<file path="src/sv/sabsf_pkg.sv">
`default_nettype none
package sabsf_pkg;

    localparam int RESULT_BITS = 12;
    localparam int VOLT_W      = 16;
    localparam int WORD_W      = 16;
    localparam int DIV_CNT_W   = $clog2(RESULT_BITS);

    localparam logic [VOLT_W-1:0] REF_RESET = 16'd3300;

    // beat kinds
    localparam logic [1:0] KIND_SELECT   = 2'd0;
    localparam logic [1:0] KIND_CLOCK    = 2'd1;
    localparam logic [1:0] KIND_DESELECT = 2'd2;

    // frame counters
    localparam logic [1:0] BYTE_FIRST = 2'd0;
    localparam logic [1:0] BYTE_CMD   = 2'd1;
    localparam logic [1:0] BYTE_LAST  = 2'd2;
    localparam logic [1:0] BYTE_DONE  = 2'd3;
    localparam logic [2:0] POS_MSB    = 3'd7;
    localparam logic [2:0] POS_DECODE = 3'd5;
    localparam logic [2:0] POS_LSB    = 3'd0;

    // command byte 0 fields
    localparam int CMD_START_BIT = 2;
    localparam int CMD_SGL_BIT   = 1;
    localparam int CMD_CH_MSB    = 0;

    typedef struct packed {
        logic [1:0]        kind;
        logic              mosi_bit;
        logic [VOLT_W-1:0] ch0_voltage;
        logic [VOLT_W-1:0] ch1_voltage;
        logic [VOLT_W-1:0] ch2_voltage;
        logic [VOLT_W-1:0] ch3_voltage;
        logic [VOLT_W-1:0] ch4_voltage;
        logic [VOLT_W-1:0] ch5_voltage;
        logic [VOLT_W-1:0] ch6_voltage;
        logic [VOLT_W-1:0] ch7_voltage;
    } t_in_beat;

    typedef struct packed {
        logic miso_bit;
        logic converted;
    } t_out_beat;

    typedef struct packed {
        logic accept;
        logic div_step;
    } t_cmd;

    typedef struct packed {
        logic result;
        logic conv_start;
        logic div_last;
    } t_sts;

endpackage
`default_nettype wire

</file>
<file path="src/sv/sabsf_dpath.sv">
`default_nettype none
module sabsf_dpath
    import sabsf_pkg::*;
(
    input  wire logic              i_clk,
    input  wire logic              i_rst_n,
    input  wire t_in_beat          i_in,
    input  wire logic              i_cfg_we,
    input  wire logic [VOLT_W-1:0] i_cfg_data,
    input  wire t_cmd              i_cmd,
    output t_sts                   o_sts,
    output t_out_beat              o_out
);

    logic [VOLT_W-1:0]      r_ref;
    logic                   r_selected;
    logic [1:0]             r_byte_count;
    logic [2:0]             r_bit_pos;
    logic [7:0]             r_cmd [2];
    logic [RESULT_BITS-1:0] r_reply;
    logic [DIV_CNT_W-1:0]   r_div_cnt;
    logic [VOLT_W-1:0]      r_rem;
    logic [VOLT_W-1:0]      r_div;
    t_out_beat              r_out;

    logic              is_edge;
    logic              decode_pt;
    logic              start_set;
    logic              sgl;
    logic              v_ge;
    logic              miso;
    logic [WORD_W-1:0] word;
    logic [7:0]        reply_byte;
    logic [7:0]        n_cmd;
    logic [2:0]        chan;
    logic [VOLT_W-1:0] volt;
    logic [VOLT_W+1:0] trial;

    always_comb begin
        is_edge = (i_in.kind == KIND_CLOCK) && r_selected && (r_byte_count != BYTE_DONE);
        word    = WORD_W'(r_reply);
        case (r_byte_count)
            BYTE_CMD:  reply_byte = word[15:8];
            BYTE_LAST: reply_byte = word[7:0];
            default:   reply_byte = 8'h00;
        endcase
        miso = reply_byte[r_bit_pos];

        n_cmd = ((r_bit_pos == POS_MSB) ? 8'h00 : r_cmd[r_byte_count[0]])
              | (8'(i_in.mosi_bit) << r_bit_pos);

        decode_pt = is_edge && (r_byte_count == BYTE_CMD) && (r_bit_pos == POS_DECODE);
        start_set = r_cmd[0][CMD_START_BIT];
        sgl       = r_cmd[0][CMD_SGL_BIT];
        chan      = {r_cmd[0][CMD_CH_MSB], n_cmd[7:6]};
        case (chan)
            3'd0:    volt = i_in.ch0_voltage;
            3'd1:    volt = i_in.ch1_voltage;
            3'd2:    volt = i_in.ch2_voltage;
            3'd3:    volt = i_in.ch3_voltage;
            3'd4:    volt = i_in.ch4_voltage;
            3'd5:    volt = i_in.ch5_voltage;
            3'd6:    volt = i_in.ch6_voltage;
            default: volt = i_in.ch7_voltage;
        endcase
        // v >= vref means the quotient overflows full scale (also vref of zero)
        v_ge = (volt >= r_ref);

        // one restoring step: remainder always stays below the divisor
        trial = {1'b0, r_rem, 1'b0} - {2'b00, r_div};

        o_sts.result     = is_edge;
        o_sts.conv_start = decode_pt && start_set && sgl && !v_ge;
        o_sts.div_last   = (r_div_cnt == DIV_CNT_W'(RESULT_BITS - 1));
    end

    always_ff @(posedge i_clk) begin
        if (!i_rst_n) begin
            r_ref        <= REF_RESET;
            r_selected   <= 1'b0;
            r_byte_count <= BYTE_FIRST;
            r_bit_pos    <= POS_MSB;
            r_cmd[0]     <= 8'h00;
            r_cmd[1]     <= 8'h00;
            r_reply      <= '0;
            r_div_cnt    <= '0;
        end else begin
            if (i_cfg_we) begin
                r_ref <= i_cfg_data;
            end
            if (i_cmd.accept) begin
                case (i_in.kind)
                    KIND_SELECT: begin
                        if (!r_selected) begin
                            r_byte_count <= BYTE_FIRST;
                            r_bit_pos    <= POS_MSB;
                        end
                        r_selected <= 1'b1;
                    end
                    KIND_DESELECT: begin
                        r_selected <= 1'b0;
                    end
                    KIND_CLOCK: begin
                        if (is_edge) begin
                            if (r_byte_count != BYTE_LAST) begin
                                r_cmd[r_byte_count[0]] <= n_cmd;
                            end
                            if (r_bit_pos == POS_LSB) begin
                                r_bit_pos    <= POS_MSB;
                                r_byte_count <= r_byte_count + 2'd1;
                            end else begin
                                r_bit_pos <= r_bit_pos - 3'd1;
                            end
                            if (r_byte_count == BYTE_FIRST && r_bit_pos == POS_MSB) begin
                                r_reply <= '0;
                            end
                            if (decode_pt && start_set) begin
                                if (!sgl) begin
                                    r_reply <= '0;
                                end else if (v_ge) begin
                                    r_reply <= '1;
                                end
                            end
                        end
                    end
                    default: ;
                endcase
                if (o_sts.conv_start) begin
                    r_div_cnt <= '0;
                end
            end
            if (i_cmd.div_step) begin
                r_reply   <= {r_reply[RESULT_BITS-2:0], ~trial[VOLT_W+1]};
                r_div_cnt <= r_div_cnt + DIV_CNT_W'(1);
            end
        end
    end

    always_ff @(posedge i_clk) begin
        if (i_cmd.accept && o_sts.conv_start) begin
            r_rem <= volt;
            r_div <= r_ref;
        end else if (i_cmd.div_step) begin
            r_rem <= trial[VOLT_W+1] ? {r_rem[VOLT_W-2:0], 1'b0} : trial[VOLT_W-1:0];
        end
        if (i_cmd.accept && o_sts.result) begin
            r_out.miso_bit  <= miso;
            r_out.converted <= decode_pt && start_set;
        end
    end

    assign o_out = r_out;

    a_done_at_msb: assert property (@(posedge i_clk) disable iff (!i_rst_n)
        r_byte_count == BYTE_DONE |-> r_bit_pos == POS_MSB)
        else $error("frame complete with bit position not at msb");

    a_div_cnt_range: assert property (@(posedge i_clk) disable iff (!i_rst_n)
        i_cmd.div_step |-> r_div_cnt <= DIV_CNT_W'(RESULT_BITS - 1))
        else $error("divider stepped past its last quotient bit");

endmodule
`default_nettype wire

</file>
<file path="src/sv/sabsf_ctrl.sv">
`default_nettype none
module sabsf_ctrl
    import sabsf_pkg::*;
(
    input  wire logic i_clk,
    input  wire logic i_rst_n,
    input  wire logic i_in_valid,
    output logic      o_in_ready,
    output logic      o_out_valid,
    input  wire logic i_out_ready,
    input  wire t_sts i_sts,
    output t_cmd      o_cmd
);

    typedef enum logic [1:0] {
        ST_IDLE = 2'b01,
        ST_DIV  = 2'b10
    } t_state;

    t_state r_state;
    t_state n_state;
    logic   r_out_valid;
    logic   n_out_valid;

    always_comb begin
        o_in_ready     = (r_state == ST_IDLE) && (!r_out_valid || i_out_ready);
        o_cmd.accept   = i_in_valid && o_in_ready;
        o_cmd.div_step = (r_state == ST_DIV);

        n_state = r_state;
        case (r_state)
            ST_IDLE: begin
                if (o_cmd.accept && i_sts.conv_start) begin
                    n_state = ST_DIV;
                end
            end
            ST_DIV: begin
                if (i_sts.div_last) begin
                    n_state = ST_IDLE;
                end
            end
            default: n_state = ST_IDLE;
        endcase

        // output register drains on a taken beat, refills on a result
        if (o_cmd.accept && i_sts.result) begin
            n_out_valid = 1'b1;
        end else if (i_out_ready) begin
            n_out_valid = 1'b0;
        end else begin
            n_out_valid = r_out_valid;
        end
    end

    always_ff @(posedge i_clk) begin
        if (!i_rst_n) begin
            r_state     <= ST_IDLE;
            r_out_valid <= 1'b0;
        end else begin
            r_state     <= n_state;
            r_out_valid <= n_out_valid;
        end
    end

    assign o_out_valid = r_out_valid;

    a_no_accept_in_div: assert property (@(posedge i_clk) disable iff (!i_rst_n)
        o_cmd.div_step |-> !o_cmd.accept)
        else $error("beat accepted while divider busy");

    a_start_div: assert property (@(posedge i_clk) disable iff (!i_rst_n)
        o_cmd.accept && i_sts.conv_start |=> r_state == ST_DIV)
        else $error("conversion start did not enter divide");

    a_end_div: assert property (@(posedge i_clk) disable iff (!i_rst_n)
        r_state == ST_DIV && i_sts.div_last |=> r_state == ST_IDLE)
        else $error("divider did not release after last step");

endmodule
`default_nettype wire

</file>
<file path="src/sv/spi_adc_12bit_bit_serial_frame_top.sv">
// Serial side of an eight-channel 12-bit converter, one SPI event per input beat.
// Input channel (i_in_valid / o_in_ready, payload i_in): kind selects chip-select
// fall, serial clock rise or deselect; mosi_bit and the eight channel voltages
// (millivolts) travel with every beat.
// Output channel (o_out_valid / i_out_ready, payload o_out): one beat per clock
// edge shifted inside a 24-bit frame, carrying miso_bit and the converted flag.
// Select and deselect beats, and ignored clocks, give no output beat.
// i_cfg_we / i_cfg_data write the reference voltage; write only while idle.
// An accepted beat lands in the output register in the cycle after it is taken.
// One beat per cycle while the output register has room, except the clock beat that
// decodes a single-ended request below full scale, which starts the restoring divider:
// it produces one quotient bit a cycle, and the input stalls until all 12 bits are done.
// A stalled receiver holds the output register; a new beat is taken only in
// the cycle the register empties or is being taken.
// Reset (synchronous, active low) deselects, rewinds the frame counters,
// clears command and reply and loads a reference of 3300 mV.
`default_nettype none
module spi_adc_12bit_bit_serial_frame_top
    import sabsf_pkg::*;
(
    input  wire logic              i_clk,
    input  wire logic              i_rst_n,
    input  wire logic              i_in_valid,
    output logic                   o_in_ready,
    input  wire t_in_beat          i_in,
    output logic                   o_out_valid,
    input  wire logic              i_out_ready,
    output t_out_beat              o_out,
    input  wire logic              i_cfg_we,
    input  wire logic [VOLT_W-1:0] i_cfg_data
);

    t_cmd cmd;
    t_sts sts;

    sabsf_ctrl u_ctrl (
        .i_clk       (i_clk),
        .i_rst_n     (i_rst_n),
        .i_in_valid  (i_in_valid),
        .o_in_ready  (o_in_ready),
        .o_out_valid (o_out_valid),
        .i_out_ready (i_out_ready),
        .i_sts       (sts),
        .o_cmd       (cmd)
    );

    sabsf_dpath u_dpath (
        .i_clk      (i_clk),
        .i_rst_n    (i_rst_n),
        .i_in       (i_in),
        .i_cfg_we   (i_cfg_we),
        .i_cfg_data (i_cfg_data),
        .i_cmd      (cmd),
        .o_sts      (sts),
        .o_out      (o_out)
    );

endmodule
`default_nettype wire

</file>
<file path="config.mk">
export PLATFORM = sky130hd
export DESIGN_NAME = spi_adc_12bit_bit_serial_frame_top
export DESIGN_NICKNAME = d
export VERILOG_FILES = /design/src/sv/sabsf_pkg.sv /design/src/sv/sabsf_dpath.sv /design/src/sv/sabsf_ctrl.sv /design/src/sv/spi_adc_12bit_bit_serial_frame_top.sv
export SDC_FILE = /design/constraint.sdc
export NUM_CORES = 1
export LEC_CHECK = 0
export ABC_AREA = 1
export BUFFER_PORTS_ARGS = -buffer_cell sky130_fd_sc_hd__buf_2
export CORE_ASPECT_RATIO = 0.5
export CORE_UTILIZATION = 53
export DETAILED_ROUTE_END_ITERATION = 8
export GPL_TIMING_DRIVEN = 0
export PLACE_DENSITY = 0.84
export SLEW_MARGIN = 30
export SYNTH_ARGS = -nofsm -noshare
export SYNTH_HDL_FRONTEND = slang
export SYNTH_SLANG_ARGS = --single-unit
</file>
<file path="constraint.sdc">
create_clock -name i_clk -period 9.52 [get_ports i_clk]
set_input_delay 1.904 -clock i_clk [delete_from_list [all_inputs] [get_ports i_clk]]
set_output_delay 1.904 -clock i_clk [all_outputs]
set_load 0.01 [all_outputs]
</file>
==> impl_metrics.csv <==
group,metric,value,unit
floorplanning,die_w,165,um
synthesis,synth-seq-cells,86,
placement,place_hpwl,18700,um
clock_tree,clk_pin_slew_worst_paths,0.06,ns
floorplanning,core-area,12800,um2
clock_tree,cts.path.max_buffers,2,
worst_setup_path,timing.critical_path.buf_inv,2,
synthesis,syn_nets,1220,
clock_tree,cts-resized-gates,0,
synthesis,synth_edf_count,44,
sta,hold_violations,0,
sta,setup_viol,0,
sta,fmax,192,MHz
clock_tree,holdBufCountCts,0,
clock_tree,root_buffer,"clkbuf_16",
detailed_routing,via_per_inst,5.83,
final_layout,drive_gt1_share,19.7,%
synthesis,yosysSeqAreaShare,30.9,%
worst_setup_path,crit_top_cell,"nand2_1",
min_path,hp-class,"reg -> reg",
final_layout,syn_to_final_growth,18.5,%
detailed_routing,vias,7980,
worst_setup_path,crit_path_top_delay_cell,"nand2_1",
final_layout,multi_input_area,4130,um2
floorplanning,ios,156,
final_layout,layout.nets,1386,
clock_tree,ctsHtreeMaxLevel,3,
synthesis,syn_area,7000,um2
worst_setup_path,cp_max_fo,17,
global_routing,antenna_found_initial,0,
clock_tree,cts_setup_buffers,0,
synthesis,yosysUniqueCellTypes,44,
synthesis,syn_inst,1027,
pwr,power.density,121,nW/um2
synthesis,avgSynthCellArea,6.82,um2
floorplanning,dieArea,13700,um2
detailed_routing,drtIter0Drc,806,
clock_tree,clock_latency,0.35,ns
synthesis,yosysWarnings,0,
worst_setup_path,critPathKind,"in -> reg",
worst_setup_path,cp-start-kind,"input pin",
sta,drv_slew,0,
worst_setup_path,endpoint_kind,"register",
global_routing,grt_overflow_total,0,
sta,finalSetupTns,0,ns
floorplanning,num_rows,29,
floorplanning,start_util,54.8,%
worst_setup_path,worstPathArrival,5.17,ns
sta,fin_crit,5.20,ns
global_routing,grt_max_degree,26,
detailed_routing,drc,0,
worst_setup_path,critPathTopFamily,"simple AND/OR/NAND/NOR gates",
detailed_routing,wl,23800,um
sta,rsz0062_at_grt,"false",
global_routing,grt_pass1_vias,7593,
final_layout,fin_cells,1368,
worst_setup_path,path_cells,"buf_2 -> nand2_1 -> nor2_1 -> a21oi_4 -> buf_2 -> nand4_1 -> nand2_1 -> nor2_1 -> a21boi_1 -> ha_1 -> a21oi_1 -> o21ai_0 -> a21oi_1 -> nand3_2 -> nand2_1",
final_layout,n_antenna_cell,0,
placement,dp.cells,1352,
worst_setup_path,slowest_delay,0.67,ns
placement,gp_congestion,1.02,
pwr,p_leak,4.21,nW
clock_tree,numCtsBuffers,9,
sta,relSlewSlack,45.1,%
status,status,"complete, no violations",
clock_tree,clkSinkCount,86,
global_routing,grt_pass1_wl,37400,um
final_layout,fill_cells,1144,
worst_setup_path,required,9.49,ns
global_routing,track_usage,35.5,%
synthesis,synthArstFlopShare,0,%
sta,tightest_slew,0.822,ns
run,maxCapViolations,0,
clock_tree,cts_tree,"built",
detailed_routing,firstDrtPassIters,7,
detailed_routing,ant_nets,0,
detailed_routing,wl_per_cell,17.4,um
final_layout,ff_latch_area,2160,um2
sta,whs,0.433,ns
sta,skew,0.0107,ns
synthesis,ys.flop_type,"edfxtp_1",
pwr,vdd_drop_max,0.0843,mV
floorplanning,die_y,83.3,um
placement,io_buffers,155,
sta,finalCritPeriodShare,54.7,%
## cell usage after synthesis, drive strengths merged, types with 5 or more instances
master  count  area (um2)
edfxtp     44        1320
inv       112         420
o211ai      6        45.0
or2        24         150
a31oi      11        68.8
dfxtp      42         841
buf        36         223
nand3      99         510
nor2       95         377
nand4      90         563
o21ai      36         180
a21oi      64         343
xnor2       5        43.8
ha         40         500
a21boi     15         113
clkbuf     17        63.8
nor3        7        45.0
nand2     268        1040
## placed cells by master, fill, tap and decap left out, drive strengths merged, types with 15 or more instances in the layout
master,count
nand2,268
buf,191
inv,113
nand3,99
nor2,95
nand4,90
a21oi,64
edfxtp,44
dfxtp,42
ha,40
o21ai,36
clkbuf,30
or2,24
a21boi,15
## state kept, by name (all words and copies together) (netlist names), named ones only
name	flops
u_ctrl.r_state	2
u_ctrl.o_out_valid	1
u_dpath.r_div	16
u_dpath.r_bit_pos	3
u_dpath.r_reply	12
u_dpath.r_cmd	10
u_dpath.r_selected	1
u_dpath.r_div_cnt	4
u_dpath.r_rem	16
u_dpath.r_ref	16
u_dpath.r_byte_count	2
u_dpath.o_out	2
## cell families after synthesis
| group | count (synthesis) | synth area share, % |
|---|---|---|
| compound gates | 141 | 11.8 |
| flops | 86 | 30.9 |
| buf+inv | 165 | 10.1 |
| fa+ha+maj | 41 | 7.43 |
| simple gates | 586 | 38.8 |
| xor+xnor | 8 | 1.00 |
## layer usage
layer  vias to the layer above  routed length (um)  global-route usage (%)
met3                        76                2220                    8.44
li1                       3819                   -                       -
met5                         -                   0                       0
met4                         0                 809                    14.8
met1                      3681                9540                    43.9
met2                       404               11200                    58.9
## worst reg2reg max path: stages, from the launching register on
cell and delay [ns]:
dfxtp_1 0.52, ha_1 0.28, nand2_4 0.12, a21oi_4 0.28, buf_2 0.33, nand4_1 0.13
nand2_1 0.11, nor2_1 0.08, a21boi_1 0.25, ha_1 0.31, a21oi_1 0.14, o21ai_0 0.10
a21oi_1 0.35, nand3_2 0.23, nand2_1 0.67
## layout make-up
type                    instances  area share [%]
clock inverters                 3           0.287
well taps                     170            2.56
clock buffers                  13            3.41
repair buffers                155            9.35
flip-flops and latches         86            26.1
inverters                     112            5.07
plain buffers                  53            3.45
multi-input cells             776            49.8
## per-stage QoR
| step | total power [mW] | util, % | area, um2 | setup slack [ns] |
|---|---|---|---|---|
| 5_1_grt | 1.04 | 65.0 | 8300 | 4.14 |
| 4_1_cts | 0.998 | 65.0 | 8300 | 4.47 |
| 3_5_place_dp | 0.646 | 62.6 | 7990 | 4.11 |
| 2_1_floorplan | 0.556 | - | 7000 | 5.01 |
| 3_3_place_gp | 0.640 | 62.6 | 7990 | 4.19 |
| 6_report | 1.00 | 65.0 | 8300 | 4.32 |
## where the power goes
part,switching (mW),internal (mW),total [mW]
clock,0.146,0.210,0.356
sequential,0.00533,0.395,0.401
combinational,0.159,0.0886,0.248
total,0.311,0.694,1.00
## path summary, 6_finish.rpt
path / from / to / slack (ns) / depth (start not counted)
worst max register to register: u_dpath.r_bit_pos[0] / u_dpath.r_rem[3] / 5.25 / 14
worst min-delay path: u_dpath.r_ref[9] / u_dpath.r_div[9] / 0.43 / 0
worst min register to register: u_dpath.r_ref[9] / u_dpath.r_div[9] / 0.43 / 0
worst max-delay path: i_in[128] / u_dpath.r_rem[3] / 4.32 / 15
Power figures use the tool's default switching activity.
